**src/rtl/drfd_pkg.sv**
```systemverilog
// Shared types, constants and the CRC-8 byte step for the range frame deframer.
package drfd_pkg;

   localparam logic [7:0] FRAME_MARK  = 8'h54;
   localparam int         FRAME_DEPTH = 7;
   localparam int         CNT_W       = 3;
   localparam logic [CNT_W-1:0] SINGLE_LEN = 3'd4;
   localparam logic [CNT_W-1:0] DUAL_LEN   = 3'd7;

   // Configuration register indexes.
   localparam logic [2:0] REG_CRC_POLY  = 3'd0;
   localparam logic [2:0] REG_TOO_CLOSE = 3'd1;
   localparam logic [2:0] REG_IR_OUT    = 3'd2;
   localparam logic [2:0] REG_US_OUT    = 3'd3;
   localparam logic [2:0] REG_IR_MIN    = 3'd4;
   localparam logic [2:0] REG_IR_MAX    = 3'd5;
   localparam logic [2:0] REG_US_MIN    = 3'd6;
   localparam logic [2:0] REG_US_MAX    = 3'd7;

   // Result status codes.
   localparam logic [1:0] ST_VALID     = 2'd0;
   localparam logic [1:0] ST_TOO_CLOSE = 2'd1;
   localparam logic [1:0] ST_TOO_FAR   = 2'd2;

   localparam logic SENSOR_IR = 1'b0;
   localparam logic SENSOR_US = 1'b1;

   typedef struct packed {
      logic [7:0]  crc_poly;
      logic [15:0] too_close_code;
      logic [15:0] ir_out_code;
      logic [15:0] us_out_code;
      logic [14:0] ir_min_mm;
      logic [14:0] ir_max_mm;
      logic [14:0] us_min_mm;
      logic [14:0] us_max_mm;
   } cfg_type;

   typedef struct packed {
      logic        sensor;
      logic [1:0]  status;
      logic [15:0] range_mm;
      logic [31:0] frame_seq;
      logic        last;
   } result_type;

   typedef struct packed {
      logic       sweep;
      logic [1:0] res_num;
   } asm_status_type;

   // One byte of an MSB-first CRC-8 with zero init.
   function automatic logic [7:0] crc8_byte(input logic [7:0] crc, input logic [7:0] data,
                                            input logic [7:0] poly);
      logic [7:0] c;
      c = crc ^ data;
      for (int b = 0; b < 8; b++) begin
         if (c[7]) begin
            c = {c[6:0], 1'b0} ^ poly;
         end else begin
            c = {c[6:0], 1'b0};
         end
      end
      return c;
   endfunction

endpackage

```
**src/rtl/drfd_classify.sv**
```systemverilog
// Range classification of one raw 16-bit reading against its codes and limits.
module drfd_classify
   import drfd_pkg::*;
(
   input  logic [15:0] raw,
   input  logic [15:0] too_close_code,
   input  logic [15:0] out_code,
   input  logic [14:0] min_mm,
   input  logic [14:0] max_mm,
   output logic [1:0]  status
);

   logic signed [16:0] value;
   logic signed [16:0] min_value;
   logic signed [16:0] max_value;

   assign value     = $signed({raw[15], raw});
   assign min_value = $signed({2'b00, min_mm});
   assign max_value = $signed({2'b00, max_mm});

   // The special codes win over the numeric compare.
   always_comb begin
      if (raw == too_close_code) begin
         status = ST_TOO_CLOSE;
      end else if (raw == out_code) begin
         status = ST_TOO_FAR;
      end else if (value > max_value) begin
         status = ST_TOO_FAR;
      end else if (value < min_value) begin
         status = ST_TOO_CLOSE;
      end else begin
         status = ST_VALID;
      end
   end

endmodule

```
**src/rtl/drfd_assembler.sv**
```systemverilog
// Frame buffer, running CRC, sequence counter and result building.
module drfd_assembler
   import drfd_pkg::*;
(
   input  logic           clock,
   input  logic           reset,
   input  cfg_type        cfg,
   input  logic           poly_write,
   input  logic           byte_fire,
   input  logic [7:0]     rx_byte,
   output asm_status_type stat,
   output result_type     res0,
   output result_type     res1
);

   logic [7:0]       bytes_ff [FRAME_DEPTH];
   logic [CNT_W-1:0] count_ff;
   logic [CNT_W-1:0] count_in;
   logic [7:0]       crc_ff;
   logic [7:0]       crc_in;
   logic [31:0]      seq_ff;
   logic [31:0]      seq_in;
   logic             sweep_ff;
   logic             sweep_in;
   logic [CNT_W-1:0] sw_idx_ff;
   logic [CNT_W-1:0] sw_idx_in;

   logic [CNT_W-1:0] sel_idx;
   logic [7:0]       sel_byte;
   logic [7:0]       crc_next;
   logic             is_mark;
   logic             store;
   logic             single_ok;
   logic             dual_ok;
   logic [1:0]       res_num;
   logic [31:0]      seq_plus;
   logic [1:0]       ir_status;
   logic [1:0]       us_status;
   logic             sweep_step;

   // The CRC register trails the buffer by one byte: it covers all held bytes but the
   // newest, so at a frame mark it already holds the CRC over everything before the
   // check byte.
   assign is_mark    = (rx_byte == FRAME_MARK);
   assign store      = byte_fire && !is_mark && (count_ff != DUAL_LEN);
   assign sweep_step = sweep_ff && (({1'b0, sw_idx_ff} + 4'd1) < {1'b0, count_ff});
   assign sel_idx    = sweep_ff ? sw_idx_ff : (count_ff - 3'd1);

   always_comb begin
      sel_byte = 8'h00;
      for (int k = 0; k < FRAME_DEPTH; k++) begin
         if (sel_idx == CNT_W'(k)) begin
            sel_byte = bytes_ff[k];
         end
      end
   end

   assign crc_next  = crc8_byte(crc_ff, sel_byte, cfg.crc_poly);
   assign single_ok = (count_ff == SINGLE_LEN) && (crc_ff == bytes_ff[3]);
   assign dual_ok   = (count_ff == DUAL_LEN) && (crc_ff == bytes_ff[6]);

   always_comb begin
      res_num = 2'd0;
      if (byte_fire && is_mark) begin
         if (single_ok) begin
            res_num = 2'd1;
         end else if (dual_ok) begin
            res_num = 2'd2;
         end
      end
   end

   assign seq_plus = seq_ff + 32'd1;

   drfd_classify u_ir_class (
      .raw            ({bytes_ff[1], bytes_ff[2]}),
      .too_close_code (cfg.too_close_code),
      .out_code       (cfg.ir_out_code),
      .min_mm         (cfg.ir_min_mm),
      .max_mm         (cfg.ir_max_mm),
      .status         (ir_status)
   );

   drfd_classify u_us_class (
      .raw            ({bytes_ff[4], bytes_ff[5]}),
      .too_close_code (cfg.too_close_code),
      .out_code       (cfg.us_out_code),
      .min_mm         (cfg.us_min_mm),
      .max_mm         (cfg.us_max_mm),
      .status         (us_status)
   );

   always_comb begin
      res0.sensor    = SENSOR_IR;
      res0.status    = ir_status;
      res0.range_mm  = {bytes_ff[1], bytes_ff[2]};
      res0.frame_seq = seq_ff;
      res0.last      = (count_ff == SINGLE_LEN);
      res1.sensor    = SENSOR_US;
      res1.status    = us_status;
      res1.range_mm  = {bytes_ff[4], bytes_ff[5]};
      res1.frame_seq = seq_plus;
      res1.last      = 1'b1;
   end

   assign stat.sweep   = sweep_ff;
   assign stat.res_num = res_num;

   always_comb begin
      count_in  = count_ff;
      crc_in    = crc_ff;
      seq_in    = seq_ff;
      sweep_in  = sweep_ff;
      sw_idx_in = sw_idx_ff;
      if (poly_write) begin
         // A new polynomial invalidates the running CRC: rebuild it from the held bytes.
         sweep_in  = 1'b1;
         sw_idx_in = '0;
         crc_in    = 8'h00;
      end else if (sweep_ff) begin
         if (sweep_step) begin
            crc_in    = crc_next;
            sw_idx_in = sw_idx_ff + 3'd1;
         end else begin
            sweep_in = 1'b0;
         end
      end else if (byte_fire) begin
         if (store) begin
            count_in = count_ff + 3'd1;
            if (count_ff != '0) begin
               crc_in = crc_next;
            end
         end else begin
            count_in = 3'd1;
            crc_in   = 8'h00;
         end
         if (res_num != 2'd0) begin
            seq_in = seq_plus;
         end
      end
   end

   always_ff @(posedge clock) begin
      if (reset) begin
         count_ff  <= '0;
         crc_ff    <= 8'h00;
         seq_ff    <= 32'd0;
         sweep_ff  <= 1'b0;
         sw_idx_ff <= '0;
      end else begin
         count_ff  <= count_in;
         crc_ff    <= crc_in;
         seq_ff    <= seq_in;
         sweep_ff  <= sweep_in;
         sw_idx_ff <= sw_idx_in;
      end
   end

   // Bytes past the fill count are never read, so the buffer needs no reset.
   always_ff @(posedge clock) begin
      if (byte_fire && !sweep_ff && !poly_write) begin
         if (store) begin
            bytes_ff[count_ff] <= rx_byte;
         end else begin
            bytes_ff[0] <= FRAME_MARK;
         end
      end
   end

endmodule

```
**src/rtl/dual_range_frame_deframer.sv**
```systemverilog
// Top level of the dual range frame deframer: ports, registers, input and result staging.
//
// The block takes one received byte per cycle while it does not stall and returns one or
// two range results for each frame that passes its CRC check. A byte is captured in an
// input register and is then worked into the frame buffer. The first result of a frame
// is registered in the result buffer once the closing 'T' is worked in, and is presented
// at the result port from there. A dual-sensor frame gives its infrared result first and
// its ultrasound result after it. A byte that closes a frame waits in the input
// register while results of the previous frame are still held, since the two-entry
// result buffer sets that limit; ordinary bytes never wait outside a CRC rebuild.
// Writing crc_poly starts a rebuild of the running CRC over the bytes already held, one
// byte per cycle for up to six bytes. The byte in the input register is held back in the
// write cycle and until the rebuild has finished.
module dual_range_frame_deframer
   import drfd_pkg::*;
(
   input  logic        clock,
   input  logic        reset,
   input  logic        req_valid,
   output logic        req_stall,
   input  logic [7:0]  req_rx_byte,
   output logic        rsp_valid,
   input  logic        rsp_stall,
   output logic        rsp_sensor,
   output logic [1:0]  rsp_status,
   output logic signed [15:0] rsp_range_mm,
   output logic [31:0] rsp_frame_seq,
   output logic        rsp_last,
   input  logic        csr_wr_en,
   input  logic [2:0]  csr_index,
   input  logic [15:0] csr_wr_data
);

   cfg_type        cfg_ff;
   cfg_type        cfg_in;
   logic           in_vld_ff;
   logic           in_vld_in;
   logic [7:0]     in_byte_ff;
   result_type     out_ff [2];
   result_type     out_in [2];
   logic [1:0]     out_cnt_ff;
   logic [1:0]     out_cnt_in;

   asm_status_type stat;
   result_type     res0;
   result_type     res1;
   logic           req_take;
   logic           rsp_take;
   logic           out_free;
   logic           proc_fire;
   logic           poly_write;

   // Configuration registers.
   always_comb begin
      cfg_in = cfg_ff;
      if (csr_wr_en) begin
         case (csr_index)
            REG_CRC_POLY:  cfg_in.crc_poly       = csr_wr_data[7:0];
            REG_TOO_CLOSE: cfg_in.too_close_code = csr_wr_data;
            REG_IR_OUT:    cfg_in.ir_out_code    = csr_wr_data;
            REG_US_OUT:    cfg_in.us_out_code    = csr_wr_data;
            REG_IR_MIN:    cfg_in.ir_min_mm      = csr_wr_data[14:0];
            REG_IR_MAX:    cfg_in.ir_max_mm      = csr_wr_data[14:0];
            REG_US_MIN:    cfg_in.us_min_mm      = csr_wr_data[14:0];
            REG_US_MAX:    cfg_in.us_max_mm      = csr_wr_data[14:0];
            default:       cfg_in = cfg_ff;
         endcase
      end
   end

   assign poly_write = csr_wr_en && (csr_index == REG_CRC_POLY);

   // Handshakes. A closing mark may produce results, so it only moves on when the result
   // buffer will be empty at this edge; other bytes move on unless a CRC rebuild holds them.
   assign rsp_valid = (out_cnt_ff != 2'd0);
   assign rsp_take  = rsp_valid && !rsp_stall;
   assign out_free  = (out_cnt_ff == 2'd0) || ((out_cnt_ff == 2'd1) && rsp_take);
   assign proc_fire = in_vld_ff && !stat.sweep && !poly_write &&
                      ((in_byte_ff != FRAME_MARK) || out_free);
   assign req_stall = in_vld_ff && !proc_fire;
   assign req_take  = req_valid && !req_stall;

   always_comb begin
      in_vld_in = in_vld_ff;
      if (req_take) begin
         in_vld_in = 1'b1;
      end else if (proc_fire) begin
         in_vld_in = 1'b0;
      end
   end

   drfd_assembler u_assembler (
      .clock      (clock),
      .reset      (reset),
      .cfg        (cfg_ff),
      .poly_write (poly_write),
      .byte_fire  (proc_fire),
      .rx_byte    (in_byte_ff),
      .stat       (stat),
      .res0       (res0),
      .res1       (res1)
   );

   // Two-entry result buffer; the head is always entry zero.
   always_comb begin
      out_in[0]  = out_ff[0];
      out_in[1]  = out_ff[1];
      out_cnt_in = out_cnt_ff;
      if (rsp_take) begin
         out_in[0]  = out_ff[1];
         out_cnt_in = out_cnt_ff - 2'd1;
      end
      if (stat.res_num != 2'd0) begin
         out_in[0]  = res0;
         out_in[1]  = res1;
         out_cnt_in = stat.res_num;
      end
   end

   always_ff @(posedge clock) begin
      if (reset) begin
         cfg_ff.crc_poly       <= 8'd7;
         cfg_ff.too_close_code <= 16'd0;
         cfg_ff.ir_out_code    <= 16'hFFFF;
         cfg_ff.us_out_code    <= 16'hFFFF;
         cfg_ff.ir_min_mm      <= 15'd200;
         cfg_ff.ir_max_mm      <= 15'd14000;
         cfg_ff.us_min_mm      <= 15'd50;
         cfg_ff.us_max_mm      <= 15'd7650;
         in_vld_ff             <= 1'b0;
         out_cnt_ff            <= 2'd0;
      end else begin
         cfg_ff     <= cfg_in;
         in_vld_ff  <= in_vld_in;
         out_cnt_ff <= out_cnt_in;
      end
   end

   always_ff @(posedge clock) begin
      if (req_take) begin
         in_byte_ff <= req_rx_byte;
      end
      out_ff[0] <= out_in[0];
      out_ff[1] <= out_in[1];
   end

   assign rsp_sensor    = out_ff[0].sensor;
   assign rsp_status    = out_ff[0].status;
   assign rsp_range_mm  = $signed(out_ff[0].range_mm);
   assign rsp_frame_seq = out_ff[0].frame_seq;
   assign rsp_last      = out_ff[0].last;

   // A full buffer always holds an infrared result followed by its ultrasound partner.
   a_pair_order: assert property (@(posedge clock) disable iff (reset)
      (out_cnt_ff == 2'd2) |-> (!out_ff[0].last && out_ff[1].last &&
                                out_ff[0].sensor == SENSOR_IR &&
                                out_ff[1].sensor == SENSOR_US))
      else $error("result pair out of order");

   // The ultrasound result carries the next sequence number.
   a_pair_seq: assert property (@(posedge clock) disable iff (reset)
      (out_cnt_ff == 2'd2) |-> (out_ff[1].frame_seq == out_ff[0].frame_seq + 32'd1))
      else $error("ultrasound sequence number mismatch");

   // A polynomial write always starts a CRC rebuild.
   a_poly_sweep: assert property (@(posedge clock) disable iff (reset)
      poly_write |=> stat.sweep)
      else $error("CRC rebuild did not start");

   // New results only land in an empty buffer.
   a_no_overrun: assert property (@(posedge clock) disable iff (reset)
      (stat.res_num != 2'd0) |-> out_free)
      else $error("result buffer overrun");

endmodule

```
**config.mk**
```make
export PLATFORM = sky130hd
export DESIGN_NAME = dual_range_frame_deframer
export DESIGN_NICKNAME = d
export VERILOG_FILES = /design/src/rtl/drfd_pkg.sv /design/src/rtl/drfd_classify.sv /design/src/rtl/drfd_assembler.sv /design/src/rtl/dual_range_frame_deframer.sv
export SDC_FILE = /design/constraint.sdc
export NUM_CORES = 1
export LEC_CHECK = 0
export BUFFER_PORTS_ARGS = -buffer_cell sky130_fd_sc_hd__buf_2
export CAP_MARGIN = 20
export CORE_ASPECT_RATIO = 1.2
export CORE_MARGIN = 1
export CORE_UTILIZATION = 42
export CTS_CLUSTER_SIZE = 14
export DETAILED_ROUTE_END_ITERATION = 10
export PLACE_DENSITY_LB_ADDON = 0.08
export SYNTH_ARGS = -nofsm -noshare
export SYNTH_HDL_FRONTEND = slang
export SYNTH_SLANG_ARGS = --single-unit
```
**constraint.sdc**
```tcl
create_clock -name clock -period 14.9 [get_ports clock]
set_input_delay 1.49 -clock clock [delete_from_list [all_inputs] [get_ports clock]]
set_output_delay 1.49 -clock clock [all_outputs]
set_load 0.01 [all_outputs]
```
Word-level counts from Yosys, hierarchy flattened --
Memory sizes are Yosys's and may differ from the RTL's. Index checks and enable logic that the tools add are counted.
Word-level totals: register bits after elaboration 174, memory bits (writable) 160, bits of input ports 32, word-level logic and storage cells 165, memories 2
Memories:
- out_ff | words 2, bits a word 52, rd ports 2, clocked after memory_dff 0, write ports 2, line dual_range_frame_deframer.sv:39 | result_type out_ff [2];
- u_assembler.bytes_ff | words 7, bits a word 8, rd ports 7, clocked after memory_dff 0, write ports 1, line drfd_assembler.sv:16 | logic [7:0] bytes_ff [FRAME_DEPTH];
Operators by class: add/subtract/negate cells 6, magnitude comparators 5, equality and inequality tests 27, muxes and demuxes 51, bitwise logic cells 11, reduce and logical (&&, ||, !) cells 47
Operators with widths (number):
- 2-to-1 mux 8 bit | 21
- 2-to-1 mux 104 bit | 1
- XOR 8 bit | 9
- equality test 16 bit | 4
- 2-to-1 mux 52 bit | 1
- adder 32 x 1 -> 32 bit, second input constant | 1
- > comparator 16 bit | 2
- < comparator 16 bit | 2
- equality test 3 bit, second input constant | 9
- 2-to-1 mux 2 bit | 11
- AND reduction 2 bit | 9
- equality test 8 bit | 2
- logical AND 1 bit | 16
- 2-to-1 mux 1 bit | 14
- equality test 3 x 2 -> 1 bit, second input constant | 4
- nonzero test 2 bit | 5
- 2-to-1 mux 3 bit | 3
- equality test 8 x 7 -> 1 bit, second input constant | 1
- inequality test 8 x 7 -> 1 bit, second input constant | 1
- OR reduction 8 bit | 1
- adder 3 x 1 -> 3 bit, second input constant | 2
- equality test 3 x 1 -> 1 bit, second input constant | 2
- zero test 1 bit | 6
- zero test 3 bit | 2
- other kinds (15) | 18

Depth between registers and ports, before layout --
Gate-level depths: netlist (run 1).
depth after elaboration 31, gate-level depth with buffers 22, mapped depth without buffers 18

Cells and area by module --
A second synthesis (run 1) with hierarchy kept.
Second synthesis, totals: cells, all modules 1861, area, all modules 18492.7 um^2
Modules (own cells, without submodules):
- dual_range_frame_deframer | times used 1, cells an instance 753, area an instance 8931.1 um^2
- drfd_assembler | times used 1, cells an instance 806, area an instance 7322.0 um^2
- drfd_classify | times used 2, cells an instance 151, area an instance 1119.8 um^2

Least setup slack after synthesis (run 1) --
OpenSTA, ideal clock, no wires.
path type in2reg, start point input port rsp_stall, end point memory out_ff[0][0] (netlist bit) (enable), arrival time 5.092 ns, required time 14.370 ns, path slack 9.278 ns, stages 1, cell sequence o21ai_0
RTL lines:
- from (decl) | line dual_range_frame_deframer.sv:23 | input logic rsp_stall,
- to (decl) | line dual_range_frame_deframer.sv:39

Worst setup path in the final report (run 1) --
start point register u_assembler.count_ff[0], end point register u_assembler.crc_ff[5]
On the way: word-level cells in the longest chain between the ends 30
RTL lines:
- from (decl) | line drfd_assembler.sv:17 | logic [CNT_W-1:0] count_ff;
- from (signal assigned) | line drfd_assembler.sv:151 | count_ff <= count_in;
- subtractor 3 x 1 -> 3 bit | line drfd_assembler.sv:47 | assign sel_idx = sweep_ff ? sw_idx_ff : (count_ff - 3'd1);
- 2-to-1 mux 3 bit | line drfd_assembler.sv:47
- zero test 3 bit | line drfd_assembler.sv:52 | if (sel_idx == CNT_W'(k)) begin
- 2-to-1 mux 8 bit (7 in series) | line drfd_assembler.sv:52
- XOR 8 bit | line drfd_pkg.sv:56 | c = crc ^ data;
- XOR 8 bit | line drfd_pkg.sv:59 | c = {c[6:0], 1'b0} ^ poly;
- 2-to-1 mux 8 bit | line drfd_pkg.sv:58 | if (c[7]) begin
- XOR 8 bit | line drfd_pkg.sv:59
- [8 not listed]
- XOR 8 bit or 2-to-1 mux 8 bit (tied branches) | line drfd_pkg.sv:59, drfd_pkg.sv:58
- 2-to-1 mux 8 bit or XOR 8 bit (tied branches) | line drfd_pkg.sv:58, drfd_pkg.sv:59
- XOR 8 bit or 2-to-1 mux 8 bit (tied branches) | line drfd_pkg.sv:59, drfd_pkg.sv:58
- 2-to-1 mux 8 bit | line drfd_pkg.sv:58
- 2-to-1 mux 8 bit | line drfd_assembler.sv:130 | if (count_ff != '0) begin
- 2-to-1 mux 8 bit | line drfd_assembler.sv:128 | if (store) begin
- 2-to-1 mux 8 bit | line drfd_assembler.sv:127 | end else if (byte_fire) begin
- 2-to-1 mux 8 bit | line drfd_assembler.sv:120 | end else if (sweep_ff) begin
- to (signal assigned) | line drfd_assembler.sv:152 | crc_ff <= crc_in;
- to (decl) | line drfd_assembler.sv:19 | logic [7:0] crc_ff;
Several ways; a longest one is shown, not always the timed one. The select of a mux whose other input is x is not followed. A chain may end at the register's enable or synchronous reset.

==> results of run 1 <==
## placed cells by master, fill, tap and decap left out, drive strengths merged, types with 15 or more instances in the layout
cell type / synthesis / final
nand2: 398 / 398
and3: 15 / 15
nor4: 16 / 16
or3: 16 / 16
clkbuf: 86 / 54
and2: 16 / 16
buf: 67 / 109
a21o: 29 / 29
nand3: 92 / 92
nand4: 33 / 33
nand3b: 50 / 50
xor2: 79 / 79
inv: 75 / 79
dfxtp: 167 / 167
o21ai: 51 / 51
a21oi: 102 / 102
nor2: 96 / 96
edfxtp: 165 / 165
nand2b: 20 / 20
a211o: 18 / 18
ha: 68 / 68
nor3: 27 / 27
xnor2: 86 / 86
## cells by family after synthesis
| kind of cell | Yosys count | synth area share (%) |
|---|---|---|
| buf+inv | 229 | 6.17 |
| compound gates | 297 | 11.1 |
| flops | 332 | 46.6 |
| fa+ha+maj | 68 | 4.77 |
| mux | 9 | 0.822 |
| simple gates | 815 | 21.7 |
| xor+xnor | 170 | 8.87 |
## power breakdown
part | internal, W | total (W) | leakage (nW) | switching [W]
clock | 0.000572 | 0.000954 | 0.619 | 0.000382
combinational | 0.000146 | 0.000393 | 4.12 | 0.000247
sequential | 0.000993 | 0.00102 | 2.81 | 0.0000239
## layout make-up
| class | count | area, um^2 | share of cell area, % |
|---|---|---|---|
| clock inverter | 15 | 205 | 1.05 |
| multi-input combinational | 1359 | 8470 | 43.1 |
| timing repair buffer | 111 | 628 | 3.20 |
| tap | 546 | 683 | 3.48 |
| sequential | 332 | 8300 | 42.3 |
| clock buffer | 52 | 1060 | 5.41 |
| inverter | 76 | 285 | 1.45 |
## worst register-to-register path: stages (launching register included)
cell and delay, ns:
sky130_fd_sc_hd__dfxtp_1 0.61, sky130_fd_sc_hd__inv_1 0.20, sky130_fd_sc_hd__ha_1 0.25, sky130_fd_sc_hd__xor2_1 0.18, sky130_fd_sc_hd__mux2i_2 0.63, sky130_fd_sc_hd__a2bb2oi_1 0.21
sky130_fd_sc_hd__o32ai_4 0.43, sky130_fd_sc_hd__xor2_2 0.57, sky130_fd_sc_hd__o211ai_1 0.20, sky130_fd_sc_hd__o211a_2 0.20, sky130_fd_sc_hd__nor2_1 0.70, sky130_fd_sc_hd__a311o_1 0.30
sky130_fd_sc_hd__o211ai_2 0.13, sky130_fd_sc_hd__a311oi_1 0.39, sky130_fd_sc_hd__xor2_1 0.57, sky130_fd_sc_hd__nand2_1 0.14, sky130_fd_sc_hd__xor2_1 0.20, sky130_fd_sc_hd__or3_1 0.31
sky130_fd_sc_hd__nand3_1 0.09
## worst min-delay path by stage
stage	end
6_report	cfg_ff[23]
5_1_grt	cfg_ff[25]
4_1_cts	cfg_ff[27]
3_5_place_dp	cfg_ff[27]
3_3_place_gp	cfg_ff[21]
2_1_floorplan	out_ff[0][100]
## sequential cells by signal, summed over array words and instances (netlist names)
register and cells:
cfg_ff 116, out_ff 102, u_assembler.bytes_ff 56, u_assembler.seq_ff 32
in_byte_ff 8, u_assembler.crc_ff 8, u_assembler.count_ff 3, u_assembler.sw_idx_ff 3
out_cnt_ff 2, in_vld_ff 1, u_assembler.sweep_ff 1
## layer usage
metal | track usage, % | up-vias | part of all wire [%]
li1 | - | 6613 | -
met1 | 31.4 | 6518 | 45
met2 | 38.5 | 393 | 46
met3 | 3.62 | 97 | 5.3
met4 | 8.95 | 0 | 3.5
met5 | 0 | - | 0
## stage by stage
stage,hold slack (ns),utilization (%),cells
2_1_floorplan,0.424,-,1920
3_3_place_gp,0.441,43.8,2416
3_5_place_dp,0.446,43.8,2417
4_1_cts,0.455,46.9,2484
5_1_grt,0.471,47.0,2491
6_report,0.455,47.0,2491
==> impl_metrics.csv, run 1 <==
group,metric,value,unit
outcome,outcome,"finished clean",
placed_design,gp_congestion,0.900,
global_routing,largest_net_degree_at_the_start_of_global_routing,93,
yosys,synth.net_count,2020,
clocking,cts_resized,0,
setup_path,critPathKind,"flip-flop to flip-flop",
pwr,power_leakage,7.55,nW
setup_path,critPathLaunch,"u_assembler.count_ff[0]",
drt,detailedRoute.firstPassIterationCount,7,
drt,viasPerCell,5.47,
setup_path,worst-r2r-cell-count,18,
sta,timing_worst_slew_pin_value,0.946,ns
clocking,cts_htree_levels,2,
setup_path,critical-path-top-cell-by-count,"sky130_fd_sc_hd__xor2_1",
setup_path,r2r-end,"u_assembler.crc_ff[5]",
yosys,synthesis.yosys.warnings,0,
setup_path,crit_fanout,15,
setup_path,slowest_stage,"sky130_fd_sc_hd__nor2_1",
yosys,synth_area_per_cell,9.28,um^2
setup_path,r2r_slack,8.54,ns
finish,n_antenna_cell,0,
yosys,synth_largest_type_area_fraction,27.8,%
drt,drt_iter0_drc,1048,
clocking,cts_made_buffers,37,
setup_path,cp-endpoint,"u_assembler.crc_ff[5]",
yosys,netlist_top_cells_area,"sky130_fd_sc_hd__edfxtp_1, sky130_fd_sc_hd__dfxtp_1, sky130_fd_sc_hd__nand2_1",
die,die_width,190,um
die,die_h,228,um
sta,maxSlewHeadroom,36.9,%
die,initial_utilization,42.7,%
clocking,tritoncts_num_sinks,332,
sta,maxClockFrequency,157,MHz
yosys,syn_inst,1920,
global_routing,grtUsageTotal,23.6,%
setup_path,critical_path.reg2reg.startpoint,"u_assembler.count_ff[0]",
worst_hold_path,min-delay-path-class,"flip-flop to flip-flop",
yosys,synth_commonest_cells,"sky130_fd_sc_hd__nand2_1, sky130_fd_sc_hd__dfxtp_1, sky130_fd_sc_hd__edfxtp_1",
finish,flow.area_growth_from_synthesis,10.2,%
clocking,clockRootBuffer,"sky130_fd_sc_hd__clkbuf_16",
setup_path,worst_path_largest_cell_delay,0.70,ns
clocking,clk_path_buf_depth,3,
yosys,synth_ff_type,"sky130_fd_sc_hd__dfxtp_1",
drt,num_vias,13621,
yosys,synth-seq-cells,332,
placed_design,port_buffers,85,
placed_design,detailed_place.area,18300,um^2
sta,timing.final.crit_period,6.36,ns
finish,finalNetCount,2017,
pwr,vdd_drop_max,0.0834,mV
placed_design,worst_setup_slack_post_dpl,8.22,ns
run,cap_violations,0,
sta,rsz_0062_raised_after_global_routing,"no",
yosys,number_of_flops_mapped_to_enable_cells_by_yosys,165,
worst_hold_path,worstHoldStart,"cfg_ff[23]",
clocking,postCtsHoldBufs,0,
drt,routedWlPerCell,20.5,um
clocking,clock_tree_from_tritoncts,"yes",
sta,final.setup_skew,0.0201,ns
yosys,library_cell_occupying_the_most_area_in_the_post_synthesis_netlist,"sky130_fd_sc_hd__edfxtp_1",
pwr,power_density,120,nW/um^2
clocking,worst_skew_pair.late_latency,0.54,ns
clocking,clk_pin_slew_worst_paths,0.06,ns
global_routing,grt_antenna_before_repair,0,
sta,finalHoldViolCount,0,
yosys,netlist-cell-type-count,88,
setup_path,worst_setup_path_start_kind,"flip-flop",
finish,layout.filler_cells,3999,
drt,detail_route.drc_violations,0,
setup_path,worstPathRequired,15.37,ns
sta,drv_slew,0,
setup_path,worst-path-buf-inv,1,
finish,ratio_of_cells_with_drive_above_1_in_the_final_layout,10.7,%
yosys,leading_cell_type_by_number_of_instances_after_synthesis,"sky130_fd_sc_hd__nand2_1",
global_routing,grt_first_pass_wirelength,76.5,mm
die,placement_rows,82,
setup_path,cp.depth,18,
setup_path,critPathTopFamily,"compound AO/OA/AOI/OAI gates",
finish,final_area,19600,um^2
pwr,finalPower,0.00236,W
drt,postRouteAntennaNets,0,
sta,final-setup-viol-count,0,
die,floorplan.io_pins,86,
sta,finalWorstSetupSlack,8.54,ns
yosys,ys_async_sr_fraction,0,%
sta,final_period_util,42.7,%
clocking,postCtsSetupRepairBufs,0,
setup_path,cp_arrival,6.83,ns
placed_design,dp_hpwl,35.0,mm
sta,setup_tns,0,ns
die,core_area,41800,um^2
yosys,post_synth_instance_area,17800,um^2
drt,route.final.wire_length,51.0,mm
global_routing,grt_pass1_vias,12649,
setup_path,end_kind,"flip-flop",
yosys,ys_seq_area_share,46.6,%
setup_path,crit_chain,"inv_1, ha_1, xor2_1, mux2i_2, a2bb2oi_1, o32ai_4, xor2_2, o211ai_1, o211a_2, nor2_1, a311o_1, o211ai_2, a311oi_1, xor2_1, nand2_1, xor2_1, or3_1, nand3_1",
global_routing,grt.overflow.total,0,
die,design.die.area,43300,um^2
worst_hold_path,hold_path_depth,2,
(Power assumes the default switching activity.)
==> run 2, diff against run 1 <==
Clock period 14.9 ns to 5.9 ns, I/O delays scaled along.
==> run 2 against run 1 <==
Design area up 1.1%. Largest cell class unchanged. First-iteration DRC count down 5.2%. Combinational power rose to 2.6 times the previous value. Non-clock buffer count up 19. Sequential power rose to 2.5 times the previous value. Die area unchanged. Sequential share of layout area down 0.44 points. Final cell count up 0.84%. Via count up 0.18%. Fmax up 18%. Clock-buffer cell count down 5.
==> impl_metrics.csv, run 2 (same netlist as run 1, synthesis figures left out) <==
group,metric,value,unit
clocking,postCtsSetupRepairBufs,0,
sta,final-setup-viol-count,0,
finish,n_antenna_cell,0,
setup_path,worst-path-buf-inv,2,
die,core_area,41800,um^2
finish,seqCellArea,8300,um^2
setup_path,worst_setup_path_start_kind,"flip-flop",
sta,timing_worst_slew_pin_value,0.906,ns
finish,flow.area_growth_from_synthesis,11.3,%
setup_path,cp_arrival,5.90,ns
outcome,outcome,"finished clean",
sta,rsz_0062_raised_after_global_routing,"no",
clocking,clockRootBuffer,"sky130_fd_sc_hd__clkbuf_16",
clocking,worst_skew_pair.late_latency,0.56,ns
drt,detailedRoute.firstPassIterationCount,7,
clocking,cts_made_buffers,38,
clocking,cts_htree_levels,2,
clocking,clk_path_buf_depth,3,
global_routing,grt.overflow.total,0,
die,placement_rows,82,
finish,regMostFlops,"cfg_ff",
global_routing,grt_antenna_before_repair,1,
placed_design,gp_congestion,0.903,
finish,layout.cells.most_common_list,"sky130_fd_sc_hd__nand2_1, sky130_fd_sc_hd__dfxtp_1, sky130_fd_sc_hd__edfxtp_1",
pwr,internal_power,0.00438,W
sta,maxClockFrequency,185,MHz
sta,final_period_util,91.7,%
finish,multi_input_comb_area,8500,um^2
run,cap_violations,0,
sta,final.setup_skew,0.0165,ns
setup_path,critical_path.reg2reg.startpoint,"u_assembler.count_ff[1]",
global_routing,grtUsageTotal,24.1,%
sta,hold_slack,0.205,ns
pwr,sequential_share_of_power,42.3,%
finish,ratio_of_cells_with_drive_above_1_in_the_final_layout,11.8,%
sta,finalWorstSetupSlack,0.491,ns
finish,layout.filler_cells,4010,
global_routing,grt_pass1_vias,12874,
die,design.die.area,43300,um^2
sta,maxSlewHeadroom,39.3,%
setup_path,slowest_stage,"sky130_fd_sc_hd__nor4_2",
drt,num_vias,13645,
die,die_width,190,um
pwr,share_comb_of_total_power,17.0,%
sta,drv_slew,0,
clocking,tritoncts_num_sinks,332,
setup_path,crit_chain,"inv_1, ha_1, or3b_1, a21oi_1, a31oi_1, o32ai_4, xor2_4, nor3_2, nor4_2, nor2_1, buf_4, a32oi_1, o211ai_2, a311oi_1, xor2_2, nand2_1, xnor2_1, or3_1, nand3_1",
clocking,clock_tree_from_tritoncts,"yes",
sta,timing.final.crit_period,5.41,ns
setup_path,critPathLaunch,"u_assembler.count_ff[1]",
setup_path,critPathTopFamily,"simple AND/OR/NAND/NOR gates",
die,die_h,228,um
die,floorplan.io_pins,86,
finish,largest_register_ffs,116,
setup_path,worst_path_largest_cell_delay,0.55,ns
placed_design,worst_setup_slack_post_dpl,0.121,ns
drt,drt_iter0_drc,993,
clocking,clk_pin_slew_worst_paths,0.06,ns
global_routing,largest_net_degree_at_the_start_of_global_routing,87,
pwr,power_density,306,nW/um^2
drt,route.final.wire_length,51.8,mm
worst_hold_path,worstHoldStart,"req_rx_byte[0]",
placed_design,port_buffers,85,
pwr,switching_share,27.7,%
setup_path,crit_fanout,13,
finish,layout_top_registers,"cfg_ff (116), out_ff (102), u_assembler.bytes_ff (56)",
drt,routedWlPerCell,20.6,um
worst_hold_path,min-delay-path-class,"input pin to flip-flop",
drt,postRouteAntennaNets,0,
die,initial_utilization,42.7,%
placed_design,dp_hpwl,35.4,mm
sta,setup_tns,0,ns
pwr,clock_power_share,40.8,%
pwr,power_leakage,7.68,nW
finish,mostFrequentLayoutCell,"sky130_fd_sc_hd__nand2_1",
setup_path,worstPathRequired,6.39,ns
setup_path,critPathKind,"flip-flop to flip-flop",
sta,finalHoldViolCount,0,
drt,detail_route.drc_violations,0,
finish,finalNetCount,2037,
global_routing,grt_first_pass_wirelength,78.5,mm
drt,viasPerCell,5.43,
pwr,vdd_drop_max,0.353,mV
pwr,switching_power,0.00168,W
setup_path,end_kind,"flip-flop",
-- run 2: changes by cell type in the layout (fill, tap and decap cells not counted), moves of 2 or more --
cell                         before  now
sky130_fd_sc_hd__clkbuf_8         8    4
sky130_fd_sc_hd__clkinvlp_4       2    0
sky130_fd_sc_hd__clkinv_2         4    9
sky130_fd_sc_hd__clkbuf_16       37   39
sky130_fd_sc_hd__clkbuf_1         7    4
sky130_fd_sc_hd__clkinv_1         2    4
sky130_fd_sc_hd__buf_4           22   42
-- run 2: what timing repair did --
item                                   in CTS  in global routing
setup endpoints to repair                   0                  7
endpoints found under the hold margin       0                  0
resized for setup                           0                  3
hold buffers                                0                  0
-- run 2: worst paths after layout --
check | end | slack, ns | cells past startpoint
max | u_assembler.crc_ff[7] | 0.49 | 19
min | in_byte_ff[0] | 0.21 | 1
max reg2reg | u_assembler.crc_ff[7] | 0.49 | 19
min reg2reg | cfg_ff[54] | 0.45 | 2
-- run 2: through the flow --
step	power (W)	instances	instance area, um^2	utilization (%)
6_report	0.00607	2512	19800	47.5
5_1_grt	0.00632	2512	19800	47.5
4_1_cts	0.00609	2505	19800	47.3
3_5_place_dp	0.00361	2436	18400	44.2
3_3_place_gp	0.00360	2435	18400	44.2
2_1_floorplan	0.00337	1920	17800	-
-- run 2: power by group through the flow --
stage | combinational, W | clock (W) | sequential (W)
4_1_cts | 0.00100 | 0.00253 | 0.00256
3_3_place_gp | 0.000983 | 0 | 0.00261
3_5_place_dp | 0.000997 | 0 | 0.00261
2_1_floorplan | 0.000779 | 0 | 0.00259
5_1_grt | 0.00113 | 0.00261 | 0.00257
6_report | 0.00103 | 0.00247 | 0.00256
-- run 2: layer usage --
metal	vias up	wire length (um)	track usage, %
li1	6647	-	-
met1	6533	23700	32.4
met2	373	24000	39.5
met3	90	2480	3.61
met4	2	1630	8.43
met5	-	13	0
-- run 2: cell type report --
| type | count | area share [%] |
|---|---|---|
| clock buffers | 47 | 5.27 |
| clock inverters | 22 | 1.30 |
| inverters | 76 | 1.44 |
| multi-input cells | 1359 | 42.8 |
| flip-flops and latches | 332 | 41.8 |
| well taps | 546 | 3.44 |
| repair buffers | 130 | 3.88 |
-- run 2: worst reg2reg max path: cells and delay by family, from the launching register on --
family | cells | cell delay (ns)
simple gates | 7 | 1.83
compound gates | 6 | 1.34
xor+xnor | 3 | 1.00
flops | 1 | 0.41
buf+inv | 2 | 0.38
fa+ha+maj | 1 | 0.38
==> run 3, diff against run 2 <==
Settings changed: CTS_BUF_LIST from default to sky130_fd_sc_hd__clkbuf_8.
==> run 3 against run 2 <==
Routed wire length is 0.95% higher. Final cell count rose by 1.5%. Largest cell class unchanged. Critical endpoint is now u_assembler.crc_ff[3]. Combinational power about the same.
==> impl_metrics.csv, run 3 (same netlist as run 1, synthesis figures left out) <==
group,metric,value,unit
finish,layout.cells.most_common_list,"sky130_fd_sc_hd__nand2_1, sky130_fd_sc_hd__dfxtp_1, sky130_fd_sc_hd__edfxtp_1",
clocking,worst_skew_pair.late_latency,0.67,ns
worst_hold_path,min-delay-path-class,"input pin to flip-flop",
drt,drt_iter0_drc,928,
sta,final.setup_skew,0.0321,ns
clocking,clk_pin_slew_worst_paths,0.06,ns
setup_path,cp-endpoint,"u_assembler.crc_ff[3]",
die,core_area,41800,um^2
clocking,cts_htree_levels,2,
drt,routedWlPerCell,20.5,um
drt,postRouteAntennaNets,0,
outcome,outcome,"finished clean",
drt,detail_route.drc_violations,0,
clocking,clock_tree_from_tritoncts,"yes",
clocking,clockRootBuffer,"sky130_fd_sc_hd__clkbuf_8",
finish,regMostFlops,"cfg_ff",
global_routing,grtUsageTotal,24.3,%
sta,drv_slew,0,
drt,detailedRoute.firstPassIterationCount,6,
pwr,power_leakage,7.70,nW
clocking,postCtsHoldBufs,0,
global_routing,largest_net_degree_at_the_start_of_global_routing,87,
clocking,cts_made_buffers,56,
finish,flow.area_growth_from_synthesis,10.1,%
setup_path,worstPathRequired,6.50,ns
setup_path,r2r-end,"u_assembler.crc_ff[3]",
sta,finalHoldViolCount,0,
finish,mostFrequentLayoutCell,"sky130_fd_sc_hd__nand2_1",
sta,hold_slack,0.0982,ns
sta,rsz_0062_raised_after_global_routing,"no",
run,cap_violations,0,
finish,layout.filler_cells,4037,
sta,final_period_util,91.3,%
placed_design,gp_congestion,0.903,
placed_design,dp_hpwl,35.4,mm
drt,num_vias,13732,
clocking,tritoncts_num_sinks,332,
finish,seqCellArea,8300,um^2
die,placement_rows,82,
setup_path,crit_fanout,10,
global_routing,grt_pass1_vias,13013,
placed_design,port_buffers,85,
setup_path,critical_path.reg2reg.startpoint,"u_assembler.count_ff[1]",
sta,final-setup-viol-count,0,
setup_path,r2r_slack,0.52,ns
pwr,power_density,285,nW/um^2
sta,maxSlewHeadroom,35.2,%
finish,ratio_of_cells_with_drive_above_1_in_the_final_layout,12.1,%
global_routing,grt.overflow.total,0,
drt,viasPerCell,5.39,
setup_path,worst-r2r-cell-count,19,
setup_path,critPathKind,"flip-flop to flip-flop",
die,initial_utilization,42.7,%
finish,layout_top_registers,"cfg_ff (116), out_ff (102), u_assembler.bytes_ff (56)",
global_routing,grt_first_pass_wirelength,79.1,mm
setup_path,end_kind,"flip-flop",
sta,setup_tns,0,ns
sta,timing.final.crit_period,5.38,ns
pwr,vdd_drop_max,0.156,mV
die,die_width,190,um
finish,multi_input_comb_area,8500,um^2
sta,maxClockFrequency,186,MHz
global_routing,grt_antenna_before_repair,2,
setup_path,critPathLaunch,"u_assembler.count_ff[1]",
setup_path,worst_setup_path_start_kind,"flip-flop",
drt,route.final.wire_length,52.3,mm
finish,largest_register_ffs,116,
clocking,clk_path_buf_depth,3,
sta,timing_worst_slew_pin_value,0.967,ns
die,design.die.area,43300,um^2
finish,finalNetCount,2055,
die,floorplan.io_pins,86,
die,die_h,228,um
clocking,postCtsSetupRepairBufs,0,
setup_path,cp_arrival,5.99,ns
-- run 3: changes by cell type in the layout (fill, tap and decap cells not counted), sizes merged --
cell      change
inv          +27
clkbuf       +17
bufinv        -5
clkinv        -2
buf           +1
clkinvlp      -1
diode         +1
-- run 3: report_power, final --
group | leakage (nW) | switching, W | internal [W] | total (W)
Combinational | 4.22 | 0.000639 | 0.000390 | 0.00103
Sequential | 2.81 | 0.0000577 | 0.00251 | 0.00257
Clock | 0.664 | 0.000994 | 0.00101 | 0.00201
-- run 3: metal layers --
layer	routed length, um	GRT usage (%)	share of wire, %
met1	23800	32.6	45
met2	24100	39.6	46
met3	2620	3.49	5.0
met4	1830	9.05	3.5
met5	13	0	0.025
-- run 3: worst max-delay path, cell delays in order (launching register included) --
cell and delay [ns]:
sky130_fd_sc_hd__dfxtp_1 0.41, sky130_fd_sc_hd__inv_1 0.15, sky130_fd_sc_hd__ha_1 0.38, sky130_fd_sc_hd__or3b_1 0.45
sky130_fd_sc_hd__a21boi_0 0.26, sky130_fd_sc_hd__nor4_1 0.10, sky130_fd_sc_hd__a211o_1 0.35, sky130_fd_sc_hd__nand2_1 0.23
sky130_fd_sc_hd__o221ai_1 0.17, sky130_fd_sc_hd__nor4_2 0.45, sky130_fd_sc_hd__nor2_1 0.22, sky130_fd_sc_hd__buf_4 0.22
sky130_fd_sc_hd__a32oi_1 0.21, sky130_fd_sc_hd__o211ai_2 0.16, sky130_fd_sc_hd__a311oi_1 0.43, sky130_fd_sc_hd__xor2_2 0.40
sky130_fd_sc_hd__nand2_1 0.12, sky130_fd_sc_hd__xnor2_1 0.19, sky130_fd_sc_hd__or3_1 0.31, sky130_fd_sc_hd__nand3_1 0.09
-- run 3: what timing repair did --
action	in CTS	in global routing
endpoints found under the hold margin	0	0
resized for setup	0	3
endpoints found under the setup margin	0	7
-- run 3: metrics by stage --
step	total power, W	instance area, um^2	utilization, %	instances	setup slack [ns]
2_1_floorplan	0.00337	17800	-	1920	1.10
3_3_place_gp	0.00360	18400	44.2	2435	0.250
3_5_place_dp	0.00361	18400	44.2	2436	0.121
4_1_cts	0.00563	19500	46.8	2542	0.0811
5_1_grt	0.00586	19600	47.0	2550	0.0157
6_report	0.00560	19600	47.0	2550	0.515
-- run 3: cell type report --
type | count | share of cell area [%]
Multi-Input combinational cell | 1359 | 43.3
Sequential cell | 332 | 42.3
Clock buffer | 65 | 4.56
Timing Repair Buffer | 130 | 3.91
Tap cell | 546 | 3.48
Inverter | 76 | 1.45
Clock inverter | 41 | 0.995
Antenna cell | 1 | 0.0128
-- run 3: worst min-delay path by stage --
stage / startpoint / to / slack [ns] / cells after the start
2_1_floorplan: u_assembler.bytes_ff[4][7] / out_ff[0][100] / 0.42 / 0
3_3_place_gp: cfg_ff[15] / cfg_ff[15] / 0.44 / 2
3_5_place_dp: cfg_ff[50] / cfg_ff[50] / 0.45 / 2
4_1_cts: req_rx_byte[0] / in_byte_ff[0] / 0.06 / 1
5_1_grt: req_rx_byte[0] / in_byte_ff[0] / 0.07 / 1
6_report: req_rx_byte[0] / in_byte_ff[0] / 0.1 / 1
